## config.mk

```make
export PLATFORM = sky130hd
export DESIGN_NAME = frame_interval_rate_detector_unit
export DESIGN_NICKNAME = d
export VERILOG_FILES = /design/src/design/fird_pkg.sv /design/src/design/frame_interval_rate_detector_unit.sv /design/src/design/fird_ctrl.sv /design/src/design/fird_dp.sv
export SDC_FILE = /design/constraint.sdc
export NUM_CORES = 2
export LEC_CHECK = 0
export BUFFER_PORTS_ARGS = -buffer_cell sky130_fd_sc_hd__buf_2
export CORE_MARGIN = 4
export CORE_UTILIZATION = 30
export CTS_BUF_LIST = sky130_fd_sc_hd__clkbuf_4
export DETAILED_ROUTE_END_ITERATION = 12
export GPL_ROUTABILITY_DRIVEN = 0
export PLACE_DENSITY = 0.54
export SYNTH_ARGS = -nofsm -noshare
export SYNTH_HDL_FRONTEND = slang
export SYNTH_HIERARCHICAL = 1
export SYNTH_SLANG_ARGS = --single-unit
```

## constraint.sdc

```tcl
create_clock -name clk -period 13.9 [get_ports clk]
set_input_delay 2.78 -clock clk [delete_from_list [all_inputs] [get_ports clk]]
set_output_delay 2.78 -clock clk [all_outputs]
set_load 0.005 [all_outputs]
```

## src/design/fird_pkg.sv

```systemverilog
// fird_pkg: widths, constants, register indexes and control types
// shared by the frame interval rate detector modules; no dependencies
package fird_pkg;

	localparam int FRAMES_W   = 14;
	localparam int EXP_W      = 16;
	localparam int IVAL_W     = 8;
	localparam int AVG_W      = 30;
	localparam int STAB_W     = 3;
	localparam int RATIO_W    = 24;
	localparam int QUO_W      = 34;
	localparam int HALF_W     = 32;
	localparam int CFG_IDX_W  = 2;
	localparam int CFG_DATA_W = 16;

	localparam int QUO_BITS_PER_CYCLE = 2;
	localparam int DIV_STEPS          = QUO_W / QUO_BITS_PER_CYCLE;
	localparam int DIV_CNT_W          = $clog2(DIV_STEPS);

	localparam int unsigned STABLE_RUNS_DEF = 6;

	localparam logic [AVG_W-1:0]   AVG_MAX      = {AVG_W{1'b1}};
	localparam logic [RATIO_W-1:0] RATIO_MAX    = {RATIO_W{1'b1}};
	localparam logic [RATIO_W-1:0] LOW_LIMIT    = 24'd68813;
	localparam logic [RATIO_W-1:0] REM_LIMIT    = 24'd3276;
	localparam logic [RATIO_W:0]   ROUND_HALF   = 25'd32768;
	localparam logic [EXP_W-1:0]   EXP_RESET    = 16'd11760;
	localparam logic [HALF_W-1:0]  RECIP_THREE  = 32'hAAAAAAAB;
	localparam logic [EXP_W-1:0]   DIVISOR_ONE  = 16'd1;
	localparam logic [IVAL_W-1:0]  IVAL_ONE     = 8'd1;
	localparam logic [IVAL_W-1:0]  IVAL_MAX     = 8'd255;
	localparam logic [STAB_W-1:0]  STAB_MAX     = 3'd7;

	localparam logic [CFG_IDX_W-1:0] CFG_DETECT_ENABLE    = 2'd0;
	localparam logic [CFG_IDX_W-1:0] CFG_EXPECTED_SAMPLES = 2'd1;

	typedef struct packed {
		logic capture;
		logic prep;
		logic step;
		logic map;
		logic commit;
	} fird_cmd_t;

	typedef struct packed {
		logic item_active;
	} fird_sts_t;

endpackage

```

## src/design/frame_interval_rate_detector_unit.sv

```systemverilog
// frame_interval_rate_detector_unit: top level of the frame interval rate detector
// instantiates fird_ctrl and fird_dp; depends on fird_pkg
//
// channel   signals                                  direction
// in        in_valid, in_ready, frames_uploaded      request in
// out       out_valid, out_ready, swap_interval,     request out
//           update_request
// cfg       cfg_valid, cfg_ready, cfg_index,         register write in
//           cfg_data
//
// an active request runs from accept to result through the accept state, a setup
// state that forms the average by a multiply with one third, the two-bit-per-cycle
// divider steps for the ratio, a mapping state and the commit state; in_ready
// returns the cycle after commit. a disabled or zero-count request goes from the
// accept state straight to the commit state.
// reset returns config and detector state to defaults at once. a held result stalls only
// the commit cycle; the next request is accepted while the result waits.
module frame_interval_rate_detector_unit #(
	parameter int unsigned STABLE_RUNS = fird_pkg::STABLE_RUNS_DEF
) (
	input  logic                              clk,
	input  logic                              arst_n,
	input  logic                              in_valid,
	output logic                              in_ready,
	input  logic [fird_pkg::FRAMES_W-1:0]     frames_uploaded,
	output logic                              out_valid,
	input  logic                              out_ready,
	output logic [fird_pkg::IVAL_W-1:0]       swap_interval,
	output logic                              update_request,
	input  logic                              cfg_valid,
	output logic                              cfg_ready,
	input  logic [fird_pkg::CFG_IDX_W-1:0]    cfg_index,
	input  logic [fird_pkg::CFG_DATA_W-1:0]   cfg_data
);
	import fird_pkg::*;

	fird_cmd_t cmd;
	fird_sts_t sts;

	assign cfg_ready = 1'b1;

	fird_ctrl u_ctrl (
		.clk       (clk),
		.arst_n    (arst_n),
		.in_valid  (in_valid),
		.in_ready  (in_ready),
		.out_valid (out_valid),
		.out_ready (out_ready),
		.sts       (sts),
		.cmd       (cmd)
	);

	fird_dp #(
		.STABLE_RUNS (STABLE_RUNS)
	) u_dp (
		.clk             (clk),
		.arst_n          (arst_n),
		.cfg_valid       (cfg_valid),
		.cfg_index       (cfg_index),
		.cfg_data        (cfg_data),
		.frames_uploaded (frames_uploaded),
		.cmd             (cmd),
		.sts             (sts),
		.swap_interval   (swap_interval),
		.update_request  (update_request)
	);

endmodule

```

## src/design/fird_ctrl.sv

```systemverilog
// fird_ctrl: sequencer for the rate detector, drives the datapath commands
// depends on fird_pkg
module fird_ctrl (
	input  logic                clk,
	input  logic                arst_n,
	input  logic                in_valid,
	output logic                in_ready,
	output logic                out_valid,
	input  logic                out_ready,
	input  fird_pkg::fird_sts_t sts,
	output fird_pkg::fird_cmd_t cmd
);
	import fird_pkg::*;

	localparam int ST_W = 3;
	localparam logic [ST_W-1:0] ST_IDLE = 3'd0;
	localparam logic [ST_W-1:0] ST_PREP = 3'd2;
	localparam logic [ST_W-1:0] ST_RAT  = 3'd3;
	localparam logic [ST_W-1:0] ST_MAP  = 3'd4;
	localparam logic [ST_W-1:0] ST_FIN  = 3'd5;

	localparam logic [DIV_CNT_W-1:0] CNT_LAST = DIV_CNT_W'(DIV_STEPS - 1);

	logic [ST_W-1:0]      state_q, state_n;
	logic [DIV_CNT_W-1:0] cnt_q, cnt_n;
	logic                 out_valid_q;
	logic                 accept;
	logic                 commit;

	assign in_ready  = (state_q == ST_IDLE);
	assign out_valid = out_valid_q;
	assign accept    = in_valid && in_ready;
	assign commit    = (state_q == ST_FIN) && (!out_valid_q || out_ready);

	always_comb begin
		state_n = state_q;
		cnt_n   = cnt_q;
		cmd     = '0;
		unique case (state_q)
			ST_IDLE: begin
				if (accept) begin
					cmd.capture = 1'b1;
					cnt_n       = '0;
					state_n     = sts.item_active ? ST_PREP : ST_FIN;
				end
			end
			ST_RAT: begin
				cmd.step = 1'b1;
				cnt_n    = cnt_q + 1'b1;
				if (cnt_q == CNT_LAST) begin
					cnt_n   = '0;
					state_n = ST_MAP;
				end
			end
			ST_PREP: begin
				cmd.prep = 1'b1;
				state_n  = ST_RAT;
			end
			ST_MAP: begin
				cmd.map = 1'b1;
				state_n = ST_FIN;
			end
			ST_FIN: begin
				if (commit) begin
					cmd.commit = 1'b1;
					state_n    = ST_IDLE;
				end
			end
			default: begin
				state_n = ST_IDLE;
			end
		endcase
	end

	always_ff @(posedge clk or negedge arst_n) begin
		if (!arst_n) begin
			state_q     <= ST_IDLE;
			cnt_q       <= '0;
			out_valid_q <= 1'b0;
		end else begin
			state_q <= state_n;
			cnt_q   <= cnt_n;
			if (commit) begin
				out_valid_q <= 1'b1;
			end else if (out_ready) begin
				out_valid_q <= 1'b0;
			end
		end
	end

endmodule

```

## src/design/fird_dp.sv

```systemverilog
// fird_dp: config registers, leaky average by reciprocal multiply, radix-4 restoring
// divider for the ratio, interval mapping and stability state; depends on fird_pkg
module fird_dp #(
	parameter int unsigned STABLE_RUNS = fird_pkg::STABLE_RUNS_DEF
) (
	input  logic                                 clk,
	input  logic                                 arst_n,
	input  logic                                 cfg_valid,
	input  logic [fird_pkg::CFG_IDX_W-1:0]       cfg_index,
	input  logic [fird_pkg::CFG_DATA_W-1:0]      cfg_data,
	input  logic [fird_pkg::FRAMES_W-1:0]        frames_uploaded,
	input  fird_pkg::fird_cmd_t                  cmd,
	output fird_pkg::fird_sts_t                  sts,
	output logic [fird_pkg::IVAL_W-1:0]          swap_interval,
	output logic                                 update_request
);
	import fird_pkg::*;

	localparam logic [STAB_W-1:0] RUNS = STAB_W'(STABLE_RUNS);

	logic                 detect_enable_q;
	logic [EXP_W-1:0]     expected_samples_q;
	logic [AVG_W-1:0]     rate_average_q;
	logic [IVAL_W-1:0]    candidate_q;
	logic [STAB_W-1:0]    stable_q;
	logic [IVAL_W-1:0]    active_q;

	logic                 skip_q;
	logic [EXP_W-1:0]     div_q;
	logic [EXP_W-1:0]     rem_q;
	logic [QUO_W-1:0]     quo_q;
	logic [IVAL_W-1:0]    ival_q;
	logic                 ival_ok_q;
	logic [IVAL_W-1:0]    swap_interval_q;
	logic                 update_request_q;

	logic [QUO_W-2:0]     acc;
	logic [2*HALF_W-1:0]  prod;
	logic [AVG_W:0]       avg_quo;
	logic [EXP_W:0]       sh1, sh2;
	logic                 ge1, ge2;
	logic [EXP_W-1:0]     rem1, rem2;
	logic [QUO_W-1:0]     q1, q2;
	logic [AVG_W-1:0]     avg_new;
	logic [RATIO_W-1:0]   ratio;
	logic [RATIO_W:0]     rsum;
	logic [IVAL_W-1:0]    ival_c;
	logic [RATIO_W-1:0]   whole;
	logic [RATIO_W-1:0]   rem_c;
	logic                 ok_c;
	logic [STAB_W-1:0]    stab_inc;
	logic [STAB_W-1:0]    stab_n;
	logic [IVAL_W-1:0]    active_n;
	logic [IVAL_W-1:0]    cand_n;
	logic                 req_n;

	assign sts.item_active = detect_enable_q && (frames_uploaded != '0);
	assign swap_interval   = swap_interval_q;
	assign update_request  = update_request_q;

	// n*65536 + 5*avg + 3
	assign acc = {3'b000, frames_uploaded, 16'h0000}
		+ {1'b0, rate_average_q, 2'b00}
		+ {3'b000, rate_average_q}
		+ 33'd3;

	// halved sum times 1/3 gives sum/6
	assign prod    = (2*HALF_W)'(quo_q[HALF_W-1:0]) * (2*HALF_W)'(RECIP_THREE);
	assign avg_quo = prod[2*HALF_W-1:HALF_W+1];

	// two quotient bits per cycle
	always_comb begin
		sh1  = {rem_q, quo_q[QUO_W-1]};
		ge1  = sh1 >= {1'b0, div_q};
		rem1 = ge1 ? EXP_W'(sh1 - {1'b0, div_q}) : sh1[EXP_W-1:0];
		q1   = {quo_q[QUO_W-2:0], ge1};
		sh2  = {rem1, q1[QUO_W-1]};
		ge2  = sh2 >= {1'b0, div_q};
		rem2 = ge2 ? EXP_W'(sh2 - {1'b0, div_q}) : sh2[EXP_W-1:0];
		q2   = {q1[QUO_W-2:0], ge2};
	end

	assign avg_new = avg_quo[AVG_W] ? AVG_MAX : avg_quo[AVG_W-1:0];
	assign ratio   = (quo_q > QUO_W'(RATIO_MAX)) ? RATIO_MAX : quo_q[RATIO_W-1:0];

	// nearest whole interval and its distance
	always_comb begin
		rsum  = {1'b0, ratio} + ROUND_HALF;
		ival_c = rsum[RATIO_W] ? IVAL_MAX : rsum[RATIO_W-1:16];
		whole = {ival_c, 16'h0000};
		rem_c = (ratio >= whole) ? (ratio - whole) : (whole - ratio);
		ok_c  = rem_c <= REM_LIMIT;
		if (ratio < LOW_LIMIT) begin
			ival_c = IVAL_ONE;
			ok_c   = 1'b1;
		end
	end

	// stability update
	always_comb begin
		stab_inc = (stable_q == STAB_MAX) ? STAB_MAX : stable_q + 1'b1;
		stab_n   = '0;
		active_n = active_q;
		cand_n   = candidate_q;
		req_n    = 1'b0;
		if (ival_ok_q && (ival_q != active_q)) begin
			stab_n = (ival_q == candidate_q) ? stab_inc : '0;
			if (stab_n >= RUNS) begin
				active_n = ival_q;
				stab_n   = '0;
				req_n    = 1'b1;
			end
			cand_n = ival_q;
		end
	end

	always_ff @(posedge clk or negedge arst_n) begin
		if (!arst_n) begin
			detect_enable_q    <= 1'b0;
			expected_samples_q <= EXP_RESET;
			rate_average_q     <= '0;
			candidate_q        <= IVAL_ONE;
			stable_q           <= '0;
			active_q           <= IVAL_ONE;
		end else begin
			if (cfg_valid) begin
				unique case (cfg_index)
					CFG_DETECT_ENABLE:    detect_enable_q    <= cfg_data[0];
					CFG_EXPECTED_SAMPLES: expected_samples_q <= cfg_data;
					default: ;
				endcase
			end
			if (cmd.prep) begin
				rate_average_q <= avg_new;
			end
			if (cmd.commit && !skip_q) begin
				candidate_q <= cand_n;
				stable_q    <= stab_n;
				active_q    <= active_n;
			end
		end
	end

	always_ff @(posedge clk) begin
		if (cmd.capture) begin
			skip_q <= !sts.item_active;
			quo_q  <= QUO_W'(acc[QUO_W-2:1]);
		end else if (cmd.prep) begin
			quo_q <= {avg_new, 4'h0};
			rem_q <= '0;
			div_q <= (expected_samples_q == '0) ? DIVISOR_ONE : expected_samples_q;
		end else if (cmd.step) begin
			quo_q <= q2;
			rem_q <= rem2;
		end
		if (cmd.map) begin
			ival_q    <= ival_c;
			ival_ok_q <= ok_c;
		end
		if (cmd.commit) begin
			swap_interval_q  <= skip_q ? active_q : active_n;
			update_request_q <= skip_q ? 1'b0 : req_n;
		end
	end

endmodule

```

; ---- After elaboration in Yosys (flattened, before gate mapping)
; Cells that the tools add are included.
[totals]
ff_bits = 160
inputBits = 37
output_inout_bits = 12
elab_cells = 110
[op_classes]
n_addsub = 10
n_mul = 1
order_cmp = 7
n_eq_ne = 12
mux = 35
bitwise_logic = 2
reduce_logical = 25
[ops]
columns = operator, n
row1 = 34-bit two-way mux, 2
row2 = "32-bit by 32-bit multiplier with 64-bit output, second input constant", 1
row3 = 16-bit two-way mux, 3
row4 = 24-bit two-way mux, 2
row5 = 24-bit subtractor, 2
row6 = 17-bit by 16-bit >= comparator with 1-bit output, 2
row7 = "34-bit by 24-bit greater-than comparator with 1-bit output, second input constant", 1
row8 = 30-bit by 32-bit adder with 33-bit output, 1
row9 = "33-bit by 2-bit adder with 33-bit output, second input constant", 1
row10 = 33-bit by 30-bit adder with 33-bit output, 1
row11 = 32-bit two-way mux, 1
row12 = 8-bit two-way mux, 4
row13 = 16-bit subtractor, 2
row14 = 30-bit two-way mux, 1
row15 = "24-bit by 16-bit adder with 25-bit output, second input constant", 1
row16 = 24-bit >= comparator, 1
row17 = "24-bit by 12-bit less-or-equal comparator with 1-bit output, second input constant", 1
row18 = "24-bit by 17-bit < comparator with 1-bit output, second input constant", 1
row19 = 3-bit two-way mux, 8
row20 = 16-bit zero test, 1
row21 = 3-bit one-hot mux with 5 select lines, 1
row22 = 14-bit nonzero test, 1
row23 = 2-bit AND reduction, 6
row24 = 1-bit two-way mux, 10
row25 = other kinds (23), 37

; ---- Longest topological paths before layout
[depth]
word_depth = 7
ltp_mapped = 27
depth_no_buf = 27

; ---- Hierarchy
; Netlist, hierarchy kept.
[modules_own_cells]
columns = module, instances, cells_each, area_per_inst_um2, seq_area_each_um2
row1 = fird_dp, 1, 2789, 27151.0, 4196.5
row2 = fird_ctrl, 1, 66, 589.3, 225.2
row3 = frame_interval_rate_detector_unit, 1, 2, 11.3, 0.0

; ---- Worst setup path after synthesis
; OpenSTA, ideal clock, no wires.
[synth_timing]
path_type = flip-flop to flip-flop
from = register u_dp.quo_q[23]
to = register u_dp.quo_q[30] (data pin)
setup_ns = 0.261
t_arrival_ns = 7.004
required_ns = 13.639
setup_slack_ns = 6.635
path_stages_with_launch = 25
path_buffers = 0
period_less_slack_ns = 7.265
cell_sequence = edfxtp_1 > ha_1 > inv_1 > fa_1 > inv_1 > fa_1 > inv_1 > fa_1 > inv_1 > fa_1 > fa_1 > fa_1 > inv_1 > fa_1 > inv_1 > ha_1 > a21o_1 > a2111o_1 > and2_1 > a21oi_1 > nand3_1 > a31oi_1 > xor2_1 > a221oi_1 > a311o_1
[synth_between]
elab_chain_cells = 4
[synth_lines]
columns = item, line_no
row1 = from (decl), fird_dp.sv:31  ; logic [QUO_W-1:0] quo_q;
row2 = from (signal assigned), fird_dp.sv:147  ; quo_q <= QUO_W'(acc[QUO_W-2:1]);
row3 = from (signal assigned), fird_dp.sv:149  ; quo_q <= {avg_new, 4'h0};
row4 = from (signal assigned), fird_dp.sv:153  ; quo_q <= q2;
row5 = 32-bit by 32-bit multiplier with 64-bit output, fird_dp.sv:68  ; assign prod = (2*HALF_W)'(quo_q[HALF_W-1:0]) * (2*HALF_W)'(RECIP_THREE);
row6 = 30-bit two-way mux, fird_dp.sv:83  ; assign avg_new = avg_quo[AVG_W] ? AVG_MAX : avg_quo[AVG_W-1:0];
row7 = 34-bit two-way mux, fird_dp.sv:148  ; end else if (cmd.prep) begin
row8 = 32-bit two-way mux, fird_dp.sv:145  ; if (cmd.capture) begin
; Every way passes these cells.
; A chain may end at the register's enable or synchronous reset.

; ---- Worst setup path after layout
[layout_timing]
from = register u_dp.quo_q[15]
to = register u_dp.quo_q[28] (data pin)
; Same word-level chain as after synthesis.

==> run_results.csv <==
group,metric,value,unit
hold_path,min_from,"u_dp/expected_samples_q[2]$_DFFE_PN0P_",
clock_network,ctsResizeCount,0,
detailed_routing,postRouteAntennaNets,0,
timing,finClkSkew,0.03099,ns
timing,setup_viol,0,
detailed_routing,wirelength,80980,um
timing,period_needed,9.220,ns
synthesis,synth_edf_count,83,
clock_network,post_cts_buffers,0,
setup_path,arrival,9.65,ns
timing,rsz0062_at_grt,"false",
synthesis,async_flop_share,0.4688,
clock_network,worstSkewPairLatency,0.61,ns
timing,relSlewSlack,0.2752,
clock_network,clkTransAtPathRegs,0.15,ns
global_routing,grt_pass1_vias,20830,
hold_path,hold_end,"u_dp/div_q[2]$_SDFFCE_PN0P_",
timing,tightestPinTransition,1.086,ns
place,io_buffers,47,
clock_network,cts_tree,"yes",
job,cap_violations,0,
finish,final_nets,3719,
place,dpl.hpwl,69190,um
setup_path,rr_worst_depth,24,
detailed_routing,drc_errors,0,
global_routing,antenna_found_initial,4,
timing,max_freq,0.1085,GHz
synthesis,synthTopCellsByCount,"inv_1 (599), ha_1 (437), fa_1 (376), nor2_1 (153), nand2_1 (122)",
timing,finalSetupTns,0,ns
finish,ff_latch_area,0.004422,mm2
finish,multi_input_area,0.02076,mm2
synthesis,synth.most_common_cell,"inv_1",
setup_path,critPathCaptureType,"flip-flop",
setup_path,worstSetupPathType,"reg2reg",
timing,min_period_over_period,0.6633,
setup_path,start_kind,"flip-flop",
finish,fillers,9555,
floorplanning,rows,111,
synthesis,synth_top_flop_cell,"edfxtp_1",
synthesis,syn-num-nets,3707,
floorplanning,die_h,312.1,um
global_routing,gr-total-overflow,0,
setup_path,r2r-start,"u_dp/quo_q[15]$_DFFE_PP_",
clock_network,htreeDepth,4,
synthesis,ys_ff_latch,160,
synthesis,synth_area_leaders,"fa_1 (27%), ha_1 (20%), edfxtp_1 (9.0%)",
floorplanning,dieWidth,312.1,um
clock_network,cts_made_buffers,17,
floorplanning,coreArea,0.09166,mm2
setup_path,worst_r2r_endpoint,"u_dp/quo_q[28]$_DFFE_PP_",
synthesis,ys_seq_area_frac,0.1593,
place,dpl-instance-area,0.02931,mm2
setup_path,critPathMaxFanout,15,
synthesis,synth_area,0.02775,mm2
synthesis,yosysWarnings,6,
setup_path,cp.required,14.33,ns
synthesis,synth_top_area_share,0.2712,
hold_path,holdPathStages,0,
setup_path,r2r_slack,4.68,ns
global_routing,grt_pass1_wl,125600,um
finish,syn_to_final_growth,6.700,%
finish,design_area,0.02961,mm2
detailed_routing,via_per_inst,4.952,
detailed_routing,drtIter0Drc,1502,
clock_network,cts_sinks,160,
hold_path,hp-class,"reg2reg",
detailed_routing,drt_pre_antenna_iters,7,
timing,hold_violations,0,
finish,drive_above_1_share,0.06627,
floorplanning,fp.dieArea,0.09743,mm2
floorplanning,start_util,0.3028,
clock_network,root_buffer,"clkbuf_4",
clock_network,postCtsHoldBufs,0,
floorplanning,ios,49,
synthesis,yosysTopAreaCell,"fa_1",
synthesis,synth_cells,2857,
global_routing,grt_start_max_net_pins,63,
synthesis,ys_types,94,
detailed_routing,num_vias,20150,
timing,maxSlewViolCount,0,
clock_network,ctsLongestPathBuffers,2,
synthesis,syn_area_per_cell,9.714,um2
detailed_routing,wl_per_cell,19.90,um
global_routing,grt.total_usage,0.1671,
run_status,outcome,"finished, final reports clean",
## cell type report
class,instances,area share
clock inverter,14,0.005620
timing repair buffer,66,0.01285
sequential,160,0.1493
clock buffer,18,0.004564
tap,1186,0.05011
antenna,1,0.00008451
multi-input combinational,2023,0.7013
inverter,601,0.07619
## sequential cells by signal (all words and copies together), names as in the netlist
signal                   flops
u_dp/quo_q                  34
u_dp/rate_average_q         30
u_dp/div_q                  16
u_dp/expected_samples_q     16
u_dp/rem_q                  16
u_dp/active_q                8
u_dp/candidate_q             8
u_dp/ival_q                  8
u_dp/swap_interval           8
u_ctrl/cnt_q                 5
u_ctrl/state_q               3
u_dp/stable_q                3
u_ctrl/out_valid             1
u_dp/detect_enable_q         1
u_dp/ival_ok_q               1
u_dp/skip_q                  1
u_dp/update_request          1
## worst max-delay path, stage by stage, from the launching register on
cell and delay, ns:
edfxtp_1 1.03, ha_1 0.42, xor2_1 0.58, ha_1 0.39, inv_1 0.18, fa_1 0.44
fa_1 0.51, inv_1 0.05, fa_1 0.47, fa_1 0.53, fa_1 0.56, inv_1 0.06
fa_1 0.53, inv_1 0.08, ha_1 0.38, a21oi_1 0.29, o221ai_1 0.20, a31oi_1 0.20
nand3_1 0.10, o21ai_1 0.47, o21ai_1 0.26, o311ai_1 0.64, o21ai_1 0.20, xnor2_1 0.18
a221oi_1 0.29
## worst max path at each step
stage / start / end / slack, ns / cells after the start
6_report: u_dp/quo_q[15]$_DFFE_PP_ / u_dp/quo_q[28]$_DFFE_PP_ / 4.68 / 24
4_1_cts: u_dp/quo_q[15]$_DFFE_PP_ / u_dp/quo_q[28]$_DFFE_PP_ / 4.93 / 24
5_1_grt: u_dp/quo_q[15]$_DFFE_PP_ / u_dp/quo_q[28]$_DFFE_PP_ / 4.38 / 24
3_3_place_gp: u_dp/quo_q[15]$_DFFE_PP_ / u_dp/quo_q[28]$_DFFE_PP_ / 5.03 / 24
3_5_place_dp: u_dp/quo_q[15]$_DFFE_PP_ / u_dp/quo_q[28]$_DFFE_PP_ / 4.99 / 24
2_1_floorplan: u_dp/quo_q[23]$_DFFE_PP_ / u_dp/quo_q[30]$_DFFE_PP_ / 6.64 / 24
## cell families after synthesis
kind of cell,after synthesis,share of synthesized area
flip-flops,160,0.1593
XOR/XNOR,118,0.03724
AND/OR/NAND/NOR,535,0.09441
buffers and inverters,674,0.09297
multiplexers,57,0.02286
adder cells (fa/ha/maj),814,0.4686
other,1,0.0001351
AO/OA/AOI/OAI,498,0.1244
## layer usage
| layer | wire [um] | global-route usage |
|---|---|---|
| met3 | 4104 | 0.02354 |
| met5 | 0 | 0 |
| met4 | 1991 | 0.03981 |
| met1 | 36710 | 0.2314 |
| met2 | 38170 | 0.2770 |
## per-stage QoR
stage	hold slack (ns)	setup WS, ns	util	std cells
after floorplan	0.4537	6.635	-	2857
after global placement	0.4696	5.033	0.3197	4036
after detailed placement	0.4618	4.989	0.3197	4036
after CTS	0.4838	4.928	0.3230	4068
after global routing	0.4994	4.379	0.3230	4069
final	0.4794	4.680	0.3230	4069
## cell usage in the layout (no fill, tap or decap), types with 26 or more instances in the layout
cell type / synthesis / layout
fa_1: 376 / 376
a21oi_1: 115 / 115
o31ai_1: 27 / 27
nor3_1: 35 / 35
nand2b_1: 31 / 31
ha_1: 437 / 437
a21o_1: 52 / 52
o21ai_0: 71 / 71
nand3_1: 48 / 48
o21a_1: 26 / 26
nand2_1: 122 / 122
edfxtp_1: 83 / 83
buf_2: 15 / 46
nand4_1: 33 / 33
xor2_1: 53 / 53
inv_1: 599 / 599
dfrtp_1: 65 / 65
mux2_2: 46 / 46
nor2_1: 153 / 152
xnor2_1: 65 / 65
Power is left out: the tool's default activity adds up to more than one toggle a clock period on the data nets, which glitch-free logic cannot reach.
